<file path="config.mk">
export PLATFORM = sky130hd
export DESIGN_NAME = text_console_cell_writer_top
export DESIGN_NICKNAME = d
export VERILOG_FILES = /design/src/sv/tcw_pkg.sv /design/src/sv/text_console_cell_writer_top.sv /design/src/sv/tcw_front.sv /design/src/sv/tcw_back.sv
export SDC_FILE = /design/constraint.sdc
export NUM_CORES = 1
export LEC_CHECK = 0
export BUFFER_PORTS_ARGS = -buffer_cell sky130_fd_sc_hd__buf_2
export CAP_MARGIN = 20
export CORE_MARGIN = 2
export CORE_UTILIZATION = 55
export CTS_BUF_LIST = sky130_fd_sc_hd__clkbuf_8
export DETAILED_ROUTE_END_ITERATION = 16
export HOLD_SLACK_MARGIN = 0.08
export PLACE_DENSITY = 0.73
export SYNTH_ARGS = -nofsm -noshare
export SYNTH_HDL_FRONTEND = slang
export SYNTH_SLANG_ARGS = --single-unit
</file>
<file path="constraint.sdc">
create_clock -name clk -period 10.1 [get_ports clk]
set_input_delay 0 -clock clk [delete_from_list [all_inputs] [get_ports clk]]
set_output_delay 0 -clock clk [all_outputs]
set_load 0.05 [all_outputs]
</file>
<file path="src/sv/tcw_pkg.sv">
// tcw_pkg: shared types, constants and helpers for the text console cell writer.
// Depends on nothing; used by tcw_front, tcw_back and the top level.
package tcw_pkg;

  localparam int COLS = 80;
  localparam int ROWS = 25;

  localparam int COL_W  = 7;
  localparam int ROW_W  = 5;
  localparam int ADDR_W = 11;

  // Small queues between and after the two halves.
  localparam int QDEPTH = 4;
  localparam int QPTR_W = $clog2(QDEPTH);

  localparam logic [7:0] BLANK_CHAR     = 8'h20;
  localparam logic [7:0] BACKSPACE_CHAR = 8'h08;
  localparam logic [7:0] NEWLINE_CHAR   = 8'h0A;
  localparam logic [7:0] TEXT_COLOR_RST = 8'h0F;

  typedef enum logic [1:0] {
    REQ_CHAR  = 2'd0,
    REQ_CLEAR = 2'd1,
    REQ_AT    = 2'd2,
    REQ_EOS   = 2'd3
  } req_code_t;

  typedef enum logic [2:0] {
    OP_PUT,
    OP_BS,
    OP_NL,
    OP_CLEAR,
    OP_AT,
    OP_DROP,
    OP_EOS
  } op_t;

  typedef struct packed {
    logic [1:0]       req_type;
    logic [7:0]       char_code;
    logic [COL_W-1:0] at_col;
    logic [ROW_W-1:0] at_row;
    logic [7:0]       at_color;
  } req_t;

  typedef struct packed {
    logic              cell_write;
    logic              fill_all;
    logic [ADDR_W-1:0] cell_index;
    logic [15:0]       cell_value;
    logic              cursor_valid;
    logic [ADDR_W-1:0] cursor_pos;
  } res_t;

  // Classified command handed from front to back.
  typedef struct packed {
    op_t              op;
    logic [7:0]       ch;
    logic [COL_W-1:0] col;
    logic [ROW_W-1:0] row;
    logic [7:0]       color;
  } cmd_t;

  // Linear cell address, row * COLS + col, kept to the address width.
  function automatic logic [ADDR_W-1:0] lin_addr(input logic [COL_W-1:0] col,
                                                 input logic [ROW_W-1:0] row);
    logic [ADDR_W+COL_W:0] prod;
    prod = (ADDR_W+COL_W+1)'(row) * (ADDR_W+COL_W+1)'(COLS)
         + (ADDR_W+COL_W+1)'(col);
    return prod[ADDR_W-1:0];
  endfunction

endpackage

</file>
<file path="src/sv/text_console_cell_writer_top.sv">
// text_console_cell_writer_top: text console cell writer, front and back halves.
// Depends on tcw_pkg, tcw_front and tcw_back.
//
//   channel   handshake          payload          notes
//   request   push / full        req   (req_t)    taken when push && !full
//   result    empty / pop        res   (res_t)    oldest result shown while !empty
//   config    cfg_we             cfg_wdata [7:0]  text color, written when cfg_we
//
// One item per cycle sustained while results are popped; a taken item is registered
// in the front queue, executes out of it into the result queue, and is then shown
// on the result ports, from where it can be popped.
// The cursor update plus row*COLS+col address is the registered loop in the back.
// rst (synchronous) homes the cursor, sets text color to 0x0F, empties both queues.
// A stalled result side fills the result queue, then the command queue, then full
// rises; each queue holds four items.
module text_console_cell_writer_top (
  input  logic          clk,
  input  logic          rst,
  input  logic          push,
  output logic          full,
  input  tcw_pkg::req_t req,
  output logic          empty,
  input  logic          pop,
  output tcw_pkg::res_t res,
  input  logic          cfg_we,
  input  logic [7:0]    cfg_wdata
);

  // Command path between the halves.
  logic          cmd_valid;
  logic          cmd_pop;
  tcw_pkg::cmd_t cmd;

  // Front: accept, classify (char/backspace/newline, on/off-screen), queue.
  tcw_front u_front (
    .clk       (clk),
    .rst       (rst),
    .push      (push),
    .full      (full),
    .req       (req),
    .cmd_valid (cmd_valid),
    .cmd       (cmd),
    .cmd_pop   (cmd_pop)
  );

  // Back: cursor, text color, cell addressing, result queue.
  tcw_back u_back (
    .clk       (clk),
    .rst       (rst),
    .cfg_we    (cfg_we),
    .cfg_wdata (cfg_wdata),
    .cmd_valid (cmd_valid),
    .cmd       (cmd),
    .cmd_pop   (cmd_pop),
    .empty     (empty),
    .pop       (pop),
    .res       (res)
  );

endmodule

</file>
<file path="src/sv/tcw_front.sv">
// tcw_front: accepts requests, classifies them into commands, queues them.
// Depends on tcw_pkg.
module tcw_front (
  input  logic          clk,
  input  logic          rst,
  input  logic          push,
  output logic          full,
  input  tcw_pkg::req_t req,
  output logic          cmd_valid,
  output tcw_pkg::cmd_t cmd,
  input  logic          cmd_pop
);

  localparam int COL_CMP = tcw_pkg::COL_W + 2;
  localparam int ROW_CMP = tcw_pkg::ROW_W + 2;

  tcw_pkg::cmd_t                q [tcw_pkg::QDEPTH];
  logic [tcw_pkg::QPTR_W-1:0]   wr_ptr;
  logic [tcw_pkg::QPTR_W-1:0]   rd_ptr;
  logic [tcw_pkg::QPTR_W:0]     count;
  tcw_pkg::cmd_t                cls;
  logic                         do_push;
  logic                         do_pop;

  assign full      = (count == (tcw_pkg::QPTR_W+1)'(tcw_pkg::QDEPTH));
  assign cmd_valid = (count != '0);
  assign cmd       = q[rd_ptr];
  assign do_push   = push && !full;
  assign do_pop    = cmd_pop && cmd_valid;

  // Classify the request.
  always_comb begin
    cls.ch    = req.char_code;
    cls.col   = req.at_col;
    cls.row   = req.at_row;
    cls.color = req.at_color;
    case (tcw_pkg::req_code_t'(req.req_type))
      tcw_pkg::REQ_CHAR: begin
        if (req.char_code == tcw_pkg::BACKSPACE_CHAR) begin
          cls.op = tcw_pkg::OP_BS;
        end else if (req.char_code == tcw_pkg::NEWLINE_CHAR) begin
          cls.op = tcw_pkg::OP_NL;
        end else begin
          cls.op = tcw_pkg::OP_PUT;
        end
      end
      tcw_pkg::REQ_CLEAR: cls.op = tcw_pkg::OP_CLEAR;
      tcw_pkg::REQ_AT: begin
        if ((COL_CMP'(req.at_col) < COL_CMP'(tcw_pkg::COLS)) &&
            (ROW_CMP'(req.at_row) < ROW_CMP'(tcw_pkg::ROWS))) begin
          cls.op = tcw_pkg::OP_AT;
        end else begin
          cls.op = tcw_pkg::OP_DROP;
        end
      end
      default: cls.op = tcw_pkg::OP_EOS;
    endcase
  end

  always_ff @(posedge clk) begin
    if (do_push) begin
      q[wr_ptr] <= cls;
    end
  end

  always_ff @(posedge clk) begin
    if (rst) begin
      wr_ptr <= '0;
      rd_ptr <= '0;
      count  <= '0;
    end else begin
      if (do_push) begin
        wr_ptr <= wr_ptr + 1'b1;
      end
      if (do_pop) begin
        rd_ptr <= rd_ptr + 1'b1;
      end
      count <= count + (tcw_pkg::QPTR_W+1)'(do_push) - (tcw_pkg::QPTR_W+1)'(do_pop);
    end
  end

  // Occupancy stays within the queue.
  a_count_max: assert property (@(posedge clk) disable iff (rst)
    count <= (tcw_pkg::QPTR_W+1)'(tcw_pkg::QDEPTH))
    else $error("front queue over depth");

  // Pointer distance matches occupancy.
  a_ptr_gap: assert property (@(posedge clk) disable iff (rst)
    (wr_ptr - rd_ptr) == count[tcw_pkg::QPTR_W-1:0])
    else $error("front queue pointers out of step");

  // An item taken into an empty queue is offered to the back next cycle.
  a_push_shows: assert property (@(posedge clk) disable iff (rst)
    (do_push && !cmd_valid) |=> cmd_valid)
    else $error("front queue lost an item");

endmodule

</file>
<file path="src/sv/tcw_back.sv">
// tcw_back: executes commands against the cursor and queues result items.
// Depends on tcw_pkg.
module tcw_back (
  input  logic          clk,
  input  logic          rst,
  input  logic          cfg_we,
  input  logic [7:0]    cfg_wdata,
  input  logic          cmd_valid,
  input  tcw_pkg::cmd_t cmd,
  output logic          cmd_pop,
  output logic          empty,
  input  logic          pop,
  output tcw_pkg::res_t res
);

  localparam int CW = tcw_pkg::COL_W + 1;
  localparam int RW = tcw_pkg::ROW_W + 1;

  logic [7:0]                   text_color;
  logic [tcw_pkg::COL_W-1:0]    cursor_col;
  logic [tcw_pkg::ROW_W-1:0]    cursor_row;
  logic [tcw_pkg::COL_W-1:0]    cursor_col_next;
  logic [tcw_pkg::ROW_W-1:0]    cursor_row_next;
  logic [CW-1:0]                col_inc;
  logic [RW-1:0]                row_inc;
  logic [tcw_pkg::ROW_W-1:0]    row_wrap;
  tcw_pkg::res_t                r;

  tcw_pkg::res_t                q [tcw_pkg::QDEPTH];
  logic [tcw_pkg::QPTR_W-1:0]   wr_ptr;
  logic [tcw_pkg::QPTR_W-1:0]   rd_ptr;
  logic [tcw_pkg::QPTR_W:0]     count;
  logic                         q_full;
  logic                         do_pop;

  assign q_full  = (count == (tcw_pkg::QPTR_W+1)'(tcw_pkg::QDEPTH));
  assign empty   = (count == '0);
  assign res     = q[rd_ptr];
  assign cmd_pop = cmd_valid && !q_full;
  assign do_pop  = pop && !empty;

  assign col_inc  = CW'(cursor_col) + 1'b1;
  assign row_inc  = RW'(cursor_row) + 1'b1;
  assign row_wrap = (row_inc >= RW'(tcw_pkg::ROWS)) ? '0 : row_inc[tcw_pkg::ROW_W-1:0];

  always_comb begin
    r               = '0;
    cursor_col_next = cursor_col;
    cursor_row_next = cursor_row;
    case (cmd.op)
      tcw_pkg::OP_PUT: begin
        r.cell_write = 1'b1;
        r.cell_index = tcw_pkg::lin_addr(cursor_col, cursor_row);
        r.cell_value = {text_color, cmd.ch};
        if (col_inc >= CW'(tcw_pkg::COLS)) begin
          cursor_col_next = '0;
          cursor_row_next = row_wrap;
        end else begin
          cursor_col_next = col_inc[tcw_pkg::COL_W-1:0];
        end
      end
      tcw_pkg::OP_BS: begin
        if (cursor_col != '0) begin
          cursor_col_next = cursor_col - 1'b1;
        end else if (cursor_row != '0) begin
          cursor_col_next = tcw_pkg::COL_W'(tcw_pkg::COLS - 1);
          cursor_row_next = cursor_row - 1'b1;
        end
        r.cell_write = 1'b1;
        r.cell_index = tcw_pkg::lin_addr(cursor_col_next, cursor_row_next);
        r.cell_value = {text_color, tcw_pkg::BLANK_CHAR};
      end
      tcw_pkg::OP_NL: begin
        cursor_col_next = '0;
        cursor_row_next = row_wrap;
      end
      tcw_pkg::OP_CLEAR: begin
        r.fill_all      = 1'b1;
        r.cell_value    = {text_color, tcw_pkg::BLANK_CHAR};
        cursor_col_next = '0;
        cursor_row_next = '0;
      end
      tcw_pkg::OP_AT: begin
        r.cell_write = 1'b1;
        r.cell_index = tcw_pkg::lin_addr(cmd.col, cmd.row);
        r.cell_value = {cmd.color, cmd.ch};
      end
      tcw_pkg::OP_EOS: begin
        r.cursor_valid = 1'b1;
        r.cursor_pos   = tcw_pkg::lin_addr(cursor_col, cursor_row);
      end
      default: r = '0;
    endcase
  end

  always_ff @(posedge clk) begin
    if (cmd_pop) begin
      q[wr_ptr] <= r;
    end
  end

  always_ff @(posedge clk) begin
    if (rst) begin
      text_color <= tcw_pkg::TEXT_COLOR_RST;
      cursor_col <= '0;
      cursor_row <= '0;
      wr_ptr     <= '0;
      rd_ptr     <= '0;
      count      <= '0;
    end else begin
      if (cfg_we) begin
        text_color <= cfg_wdata;
      end
      if (cmd_pop) begin
        cursor_col <= cursor_col_next;
        cursor_row <= cursor_row_next;
        wr_ptr     <= wr_ptr + 1'b1;
      end
      if (do_pop) begin
        rd_ptr <= rd_ptr + 1'b1;
      end
      count <= count + (tcw_pkg::QPTR_W+1)'(cmd_pop) - (tcw_pkg::QPTR_W+1)'(do_pop);
    end
  end

  // Cursor never leaves the screen.
  a_col_range: assert property (@(posedge clk) disable iff (rst)
    CW'(cursor_col) < CW'(tcw_pkg::COLS))
    else $error("cursor column off screen");

  a_row_range: assert property (@(posedge clk) disable iff (rst)
    RW'(cursor_row) < RW'(tcw_pkg::ROWS))
    else $error("cursor row off screen");

  // A clear homes the cursor.
  a_clear_home: assert property (@(posedge clk) disable iff (rst)
    (cmd_pop && cmd.op == tcw_pkg::OP_CLEAR) |=> (cursor_col == '0 && cursor_row == '0))
    else $error("clear did not home cursor");

  // Cursor moves only when a command executes.
  a_cursor_hold: assert property (@(posedge clk) disable iff (rst)
    !cmd_pop |=> ($stable(cursor_col) && $stable(cursor_row)))
    else $error("cursor moved without a command");

endmodule

</file>
### After elaboration in Yosys (flattened, before gate mapping)

Memory sizes are Yosys's and may differ from the RTL's. A register that Yosys moved wholly into a read port is not among the register bits.
Cells that the tools add are included.

* register bits: 34
* logic and storage cells: 94
* memories kept: 2
* RAM bits: 288
* bits of input ports: 43

Memory list
* u_back.q: depth 4, width 41, read ports 1, clocked after Yosys merged registers in 1, wr ports 1, line tcw_back.sv:29 `tcw_pkg::res_t q [tcw_pkg::QDEPTH];`
* u_front.q: depth 4, width 31, read ports 1, clocked after Yosys merged registers in 1, wr ports 1, line tcw_front.sv:17 `tcw_pkg::cmd_t q [tcw_pkg::QDEPTH];`

* $lt $le $gt $ge: 4
* muxes and demuxes: 28
* equality and inequality tests: 12
* reductions and logical operators: 21
* multipliers: 3
* add/sub/neg operators: 15

Operators by type and width (number)
* one-hot mux 16 bit (3 select lines): 1
* adder 11 x 7 -> 11 bit: 3
* one-hot mux 11 bit (3 select lines): 1
* two-way mux 7 bit: 4
* two-way mux 5 bit: 5
* multiplier 5 x 3 -> 7 bit, second input constant: 3
* one-hot mux 7 bit (3 select lines): 1
* one-hot mux 5 bit (4 select lines): 1
* equality test 8 x 4 -> 1 bit, second input constant: 2
* equality test 3 bit, second input constant: 4
* two-way mux 12 bit: 1
* two-way mux 2 bit: 5
* one-hot mux 3 bit (3 select lines): 1
* adder 2 x 1 -> 2 bit, second input constant: 4
* adder 7 x 1 -> 8 bit, second input constant: 1
* >= comparator 8 x 7 -> 1 bit, second input constant: 1
* less-than comparator 7 bit, second input constant: 1
* two-way mux 1 bit: 7
* nonzero test 7 bit: 1
* subtractor 7 x 1 -> 7 bit, second input constant: 1
* adder 3 x 1 -> 3 bit: 2
* adder 5 x 1 -> 6 bit, second input constant: 1
* equality test 3 x 2 -> 1 bit, second input constant: 2
* >= comparator 6 x 5 -> 1 bit, second input constant: 1
* other kinds (19): 29

### Longest topological paths before layout

Gate-level depths: netlist (run 1).

* word-level depth: 7
* depth in mapped cells: 16
* gate-level depth less buffers: 16

### Cells and area by module

A second synthesis (run 1) with hierarchy kept.

* cells, all modules: 873
* area, all modules: 14391.3 um^2

By module, submodules not included
* tcw_back: cells an instance 651, times used 1, area each 9372.7 um^2, sequential area each 5505.3 um^2
* tcw_front: cells an instance 222, times used 1, area each 5018.6 um^2, sequential area each 3903.7 um^2

### Worst setup path after synthesis (run 1)

No wires, ideal clock.

* kind: register to register
* start: register u_back.cursor_col[0] in the netlist's numbering
* end: memory u_back.q[0][38] in the netlist's numbering (data pin)
* slack: 5.836 ns
* path buffers: 0
* library setup time: 0.293 ns
* data required time: 9.807 ns
* arrival time: 3.971 ns
* stages on the path, launching flop included: 17
* cell sequence: dfxtp_1 -> inv_1 -> ha_1 -> nor2b_1 -> nand2_2 -> or4_1 -> mux2_2 -> ha_1 -> ha_1 -> inv_1 -> fa_1 -> nor2b_1 -> o21ai_0 -> o21a_1 -> a2111oi_0 -> xor2_1 -> o221ai_1

RTL lines
* start: declaration: line tcw_back.sv:20 `logic [tcw_pkg::COL_W-1:0] cursor_col;`
* start signal: assignment: line tcw_back.sv:115 `cursor_col <= cursor_col_next;`
* end: declaration: line tcw_back.sv:29

==> results of run 1 <==
-- worst max-delay path, cell delays in order (launching register included) --
cell and delay, ps:
dfxtp_1 350, inv_1 190, ha_1 210, nor2b_1 330
nand2_2 170, or4_1 450, mux2_2 320, ha_1 300
ha_1 220, inv_1 70, fa_1 430, nor2b_1 210
o21ai_0 180, o21a_1 200, a2111oi_0 450, xor2_1 190
o221ai_1 180
-- what timing repair did --
item                                   in CTS  in global routing
setup endpoints to repair                   0                  0
hold buffers                               54                  0
setup buffers                               0                  0
endpoints found under the hold margin     149                  0
-- flip-flops by register name (all words and copies together) (netlist names), named ones only --
register and flops:
u_back.cursor_col 7, u_back.rd_ptr 2, u_back.wr_ptr 2, u_front.rd_ptr 2
u_back.q 164, u_back.text_color 8, u_back.count 3, u_front.count 3
u_front.q 124, u_front.wr_ptr 2, u_back.cursor_row 5
-- worst max-delay path by stage --
stage                                                  from                         to  slack (ps)  cells after the start
after global placement    u_back.cursor_col[0]$_SDFFE_PP0P_  u_back.q[1][38]$_DFFE_PP_        5440                     16
final                     u_back.cursor_col[0]$_SDFFE_PP0P_  u_back.q[1][38]$_DFFE_PP_        5310                     16
after global routing      u_back.cursor_col[0]$_SDFFE_PP0P_  u_back.q[1][38]$_DFFE_PP_        5040                     16
after floorplan           u_back.cursor_col[0]$_SDFFE_PP0P_  u_back.q[0][38]$_DFFE_PP_        5840                     16
after detailed placement  u_back.cursor_col[0]$_SDFFE_PP0P_  u_back.q[0][38]$_DFFE_PP_        5370                     16
after CTS                 u_back.cursor_col[0]$_SDFFE_PP0P_  u_back.q[1][38]$_DFFE_PP_        5340                     16
-- final cells by class --
class | count | area, um2
clock buffer | 50 | 688
clock inverter | 41 | 274
fill | 1738 | 8770
inverter | 35 | 136
multi-input combinational | 440 | 4430
sequential | 326 | 9410
tap | 330 | 413
timing repair buffer | 152 | 1060
-- cells in the mapped netlist (all sizes together), types with 7 or more instances --
library cell / number / area (um2)
edfxtp: 288 / 8650
mux4: 72 / 1620
nor2: 55 / 216
ha: 45 / 563
dfxtp: 38 / 761
inv: 33 / 124
a21oi: 30 / 150
nand2: 23 / 96.4
xnor2: 20 / 175
buf: 19 / 96.3
clkbuf: 18 / 68.8
nor2b: 18 / 113
and2: 15 / 93.8
nand3: 14 / 70.1
xor2: 14 / 123
o21ai: 13 / 65.1
nand2b: 9 / 63.8
a32o: 8 / 80.1
fa: 8 / 160
mux2i: 8 / 80.1
o32ai: 8 / 70.1
nor3: 7 / 46.3
-- per-layer routing --
layer  up-vias  GRT usage  wire length, um
li1       3631          -                -
met1      3908      0.310            12400
met2       260      0.345            13700
met3        45     0.0402             1700
met4         0     0.0582              574
met5         -          0                0
-- stage by stage --
| step | utilization | power (mW) |
|---|---|---|
| 2_1_floorplan | - | 3.83 |
| 3_3_place_gp | 0.592 | 4.39 |
| 3_5_place_dp | 0.592 | 4.42 |
| 4_1_cts | 0.652 | 5.49 |
| 5_1_grt | 0.652 | 5.77 |
| 6_report | 0.652 | 5.46 |
-- kinds of logic (layout without fill, tap and decap cells) --
| kind of cell | after synthesis | after routing | synth area share |
|---|---|---|---|
| muxes | 82 | 82 | 0.122 |
| AOI/OAI and AO/OA | 110 | 110 | 0.0583 |
| adders and majority gates | 53 | 53 | 0.0512 |
| DFF | 326 | 326 | 0.666 |
| xor gates and xnor gates | 34 | 34 | 0.0211 |
| buffers and inverters | 72 | 278 | 0.0213 |
| and+or+nand+nor | 161 | 161 | 0.0604 |
-- power by group --
group | switching [mW] | internal [mW] | leakage, nW
registers | 0.105 | 1.90 | 2.98
logic | 1.57 | 0.848 | 2.29
clock network | 0.478 | 0.564 | 0.568
==> impl_metrics.csv, run 1 <==
group,metric,value,unit
status,status,"complete, no violations",
detailed_routing,wl_per_cell,20.7,um
yosys,synth_nets,934,
yosys,netlist_area,14100,um2
placement,numPlacedInstances,1229,
yosys,synth_ff_type,"edfxtp_1",
floorplan,core,25200,um2
final_layout,final_cell_mix,"edfxtp_1, buf_2, mux4_2",
global_route,antenna_found_initial,0,
timing,setup_ws,5310,ps
detailed_routing,vias,7844,
clock_tree,cts-resized-gates,0,
timing,grt_setup_unrepaired,"no",
timing,setup-violations-final,0,
global_route,grt-ovfl-total,0,
detailed_routing,first_pass_iters,5,
setup_path,rr_worst_depth,16,
yosys,synth-seq-cells,326,
detailed_routing,drc,0,
floorplan,fp.dieArea,27000,um2
yosys,syn_area_per_cell,16.9,um2
setup_path,rrSetupSlack,5310,ps
yosys,synth_cell_type_count,77,
clock_tree,cts_max_level,2,
timing,tightest_slew,839,ps
timing,clock_skew,21.5,ps
placement,port_buffers,85,
yosys,ys_async_sr_fraction,0,
placement,place_ws,5370,ps
timing,finalSetupTns,0,ps
power,leakagePower,5.83,nW
final_layout,layout_commonest_cell,"edfxtp_1",
global_route,grt_use_total,0.216,
min_path,min_from,"req[7]",
setup_path,crit_type,"reg -> reg",
floorplan,start_util,0.561,
job,max_cap_viol_count,0,
min_path,whs_path_depth,2,
final_layout,area_growth,16.1,%
final_layout,final_cells,1374,
yosys,synthCells,838,
setup_path,end_kind,"flop",
placement,dp_hpwl,17400,um
setup_path,r2r_start,"u_back.cursor_col[0]$_SDFFE_PP0P_",
timing,hold_viol,0,
yosys,synth-edff-count,288,
global_route,grt_pass1_wl,44200,um
floorplan,core.rowCount,58,
power,power_density,333,nW/um2
clock_tree,clock_sinks,326,
power,ir_drop,0.234,mV
timing,timing.fmax,209,MHz
clock_tree,worstSkewPairLatency,560,ps
timing,slew_viol_final,0,
min_path,holdPathEnd,"u_front.q[3][7]$_DFFE_PP_",
clock_tree,root_buffer,"clkbuf_8",
placement,place_congestion,0.896,
detailed_routing,antenna_left,0,
placement,place_area,14900,um2
yosys,seq_area_frac_synth,0.666,
timing,worst_hold_slack,202,ps
timing,relSlewSlack,0.441,
detailed_routing,drt_iter0_drc,562,
detailed_routing,routed_via_density,5.71,
setup_path,timing.rr.end,"u_back.q[1][38]$_DFFE_PP_",
final_layout,nets,1100,
clock_tree,cts_buffer_depth,3,
floorplan,ioPinCount,86,
floorplan,die_w,164,um
final_layout,num_antenna_cells,0,
global_route,grt_pass1_vias,7946,
setup_path,required,10340,ps
clock_tree,clkSlewWorstSetupHoldPaths,60,ps
yosys,synth_warnings,0,
timing,period_share,0.474,
setup_path,cp-start-kind,"flop",
final_layout,drive_gt1_frac,0.248,
timing,finalCriticalPeriod,4790,ps
min_path,hold_class,"in -> reg",
clock_tree,cts_buffers,49,
setup_path,crit_arrival,5030,ps
final_layout,design_area,16400,um2
clock_tree,cts_tree,"yes",
detailed_routing,wl,28400,um
setup_path,critPathMaxFanout,7,
global_route,grt_max_degree,42,
floorplan,die_h,164,um
(Power assumes the default switching activity.)
==> run 2: changes to the inputs <==
Settings changed: ABC_AREA from default to 1, PLACE_DENSITY 0.73 to 0.76.
Clock period 10.1 ns to 4.2 ns, I/O delays scaled along.
==> impl_metrics.csv, run 2 <==
group,metric,value,unit
detailed_routing,first_pass_iters,6,
power,ir_drop,0.626,mV
floorplan,die_w,166,um
job,max_cap_viol_count,0,
timing,clock_skew,15.1,ps
timing,relSlewSlack,0.334,
yosys,netlist_area,14500,um2
detailed_routing,routed_via_density,5.65,
yosys,synth_nets,1394,
yosys,synth_ff_type,"edfxtp_1",
yosys,synth_cell_type_count,40,
yosys,syn_area_per_cell,11.1,um2
global_route,antenna_found_initial,0,
timing,finalSetupTns,0,ps
clock_tree,post_cts_buffers,0,
global_route,grt-ovfl-total,0,
detailed_routing,top_layer_used,"met4",
timing,timing.fmax,269,MHz
timing,hold_viol,0,
clock_tree,cts_buffer_depth,3,
final_layout,num_antenna_cells,0,
placement,port_buffers,85,
yosys,netlist_top_cells_count,"edfxtp_1, nor2_1, nand2_1, o21ai_0, inv_1",
final_layout,nets,1549,
timing,setup-violations-final,0,
floorplan,die_h,166,um
detailed_routing,antenna_left,0,
yosys,synth-seq-cells,326,
detailed_routing,drc,0,
floorplan,start_util,0.559,
timing,tightest_slew,997,ps
global_route,grt_max_degree,83,
detailed_routing,vias,10300,
global_route,grt_use_total,0.235,
final_layout,final_util,0.648,
setup_path,critPathMaxFanout,8,
yosys,synth-edff-count,288,
placement,numPlacedInstances,1677,
final_layout,drive_gt1_frac,0.146,
detailed_routing,met3_length,2190,um
setup_path,end_kind,"flop",
min_path,whs_path_depth,2,
floorplan,ioPinCount,86,
timing,grt_setup_unrepaired,"no",
clock_tree,cts_max_level,2,
clock_tree,cts_buffers,52,
yosys,ys_top_cells_by_area,"edfxtp_1, o21ai_0, dfxtp_1",
clock_tree,clkSlewWorstSetupHoldPaths,60,ps
setup_path,rr_worst_depth,18,
yosys,synth_top_area_share,0.598,
final_layout,reg_top3,"u_back.q: 164 flops, u_front.q: 124 flops, u_back.text_color: 8 flops",
yosys,synth_most_common_cell,"edfxtp_1",
detailed_routing,wl,33200,um
global_route,grt_pass1_vias,9828,
floorplan,fp.dieArea,27600,um2
timing,finalCriticalPeriod,3720,ps
placement,place_congestion,0.954,
final_layout,largest_reg_flops,164,
clock_tree,cts_tree,"yes",
min_path,hold_class,"in -> reg",
timing,period_share,0.885,
setup_path,rrSetupSlack,480,ps
clock_tree,cts-resized-gates,0,
setup_path,crit_type,"reg -> reg",
floorplan,core.rowCount,59,
final_layout,top_register,"u_back.q",
final_layout,design_area,16800,um2
clock_tree,root_buffer,"clkbuf_8",
yosys,synth_warnings,0,
timing,worst_hold_slack,188,ps
clock_tree,clock_sinks,326,
clock_tree,ctsHoldBuffers,57,
detailed_routing,wirelength_met1,13900,um
detailed_routing,drt_iter0_drc,1118,
yosys,synthCells,1298,
final_layout,area_growth,16.0,%
status,status,"complete, no violations",
global_route,grt_pass1_wl,51600,um
yosys,yosysTopAreaCell,"edfxtp_1",
setup_path,crit_arrival,4020,ps
floorplan,core,25900,um2
placement,place_area,15200,um2
final_layout,final_cell_mix,"edfxtp_1, nor2_1, nand2_1",
yosys,seq_area_frac_synth,0.650,
final_layout,final_cells,1830,
setup_path,cp-start-kind,"flop",
placement,dp_hpwl,20000,um
timing,slew_viol_final,0,
yosys,ys_async_sr_fraction,0,
detailed_routing,dr_wl_met2,16400,um
power,leakagePower,6.56,nW
clock_tree,worstSkewPairLatency,580,ps
detailed_routing,wl_per_cell,18.1,um
power,power_density,803,nW/um2
setup_path,required,4500,ps
final_layout,layout_commonest_cell,"edfxtp_1",
run 2: cell types whose count changed after synthesis, moves of 18 or more:
| cell | previous run | this run |
|---|---|---|
| nand2_1 | 21 | 174 |
| o21ai_0 | 12 | 159 |
| nor2_1 | 53 | 195 |
| mux4_2 | 72 | 0 |
| o22ai_1 | 3 | 56 |
| inv_1 | 32 | 81 |
| nand3_1 | 14 | 48 |
| clkbuf_1 | 17 | 45 |
| a21oi_1 | 30 | 54 |
| nor2b_1 | 18 | 0 |
run 2: per-layer routing:
| metal | up-vias | track usage |
|---|---|---|
| met5 | - | 0 |
| met4 | 0 | 0.0742 |
| met3 | 60 | 0.0355 |
| met2 | 387 | 0.396 |
| met1 | 4987 | 0.319 |
| li1 | 4899 | - |
run 2: worst max-delay path, stage by stage, from the launching register on:
cell      delay, ps
dfxtp_1         400
inv_1           180
ha_1            210
nand2_1         110
nor3_4          300
inv_1           100
nand2_1         100
nand2_1          50
nand2_1         130
inv_1            80
ha_1            280
ha_1            210
inv_1            80
fa_1            450
nand3b_1        220
o21ai_0         240
nand3_1         110
nand3_1         100
nand3_2          90
run 2: logic make-up (layout without fill, tap and decap cells):
| logic type | count (synthesis) | count (layout) | synth area share |
|---|---|---|---|
| buffers and inverters | 151 | 348 | 0.0437 |
| DFF | 326 | 326 | 0.650 |
| and+or+nand+nor | 456 | 456 | 0.134 |
| xor gates and xnor gates | 17 | 17 | 0.0103 |
| adders and majority gates | 53 | 53 | 0.0500 |
| AOI/OAI and AO/OA | 295 | 295 | 0.112 |
run 2: per-stage QoR:
stage | worst slack [ps] | power (mW)
6_report | 481 | 13.5
5_1_grt | 152 | 14.3
4_1_cts | 523 | 13.5
3_5_place_dp | 536 | 10.8
3_3_place_gp | 607 | 10.7
2_1_floorplan | 945 | 9.29
run 2: power breakdown:
part | internal (mW) | switching, mW
Clock | 1.36 | 1.23
Combinational | 1.56 | 4.40
Sequential | 4.67 | 0.274
Total | 7.58 | 5.91
run 2: path summary, 6_finish.rpt:
kind                                to                               from
max reg2reg  u_back.q[0][38]$_DFFE_PP_  u_back.cursor_row[1]$_SDFFE_PP0P_
min          u_front.q[0][7]$_DFFE_PP_                             req[7]
min reg2reg                       flop      u_back.rd_ptr[1]$_SDFFE_PP0P_
max          u_back.q[0][38]$_DFFE_PP_  u_back.cursor_row[1]$_SDFFE_PP0P_
run 2: layout make-up:
| type | count | area, um2 |
|---|---|---|
| flip-flops and latches | 326 | 9410 |
| fillers | 1919 | 9120 |
| multi-input cells | 821 | 4470 |
| repair buffers | 160 | 1130 |
| clock buffers | 52 | 716 |
| well taps | 335 | 419 |
| inverters | 92 | 353 |
| clock inverters | 44 | 288 |
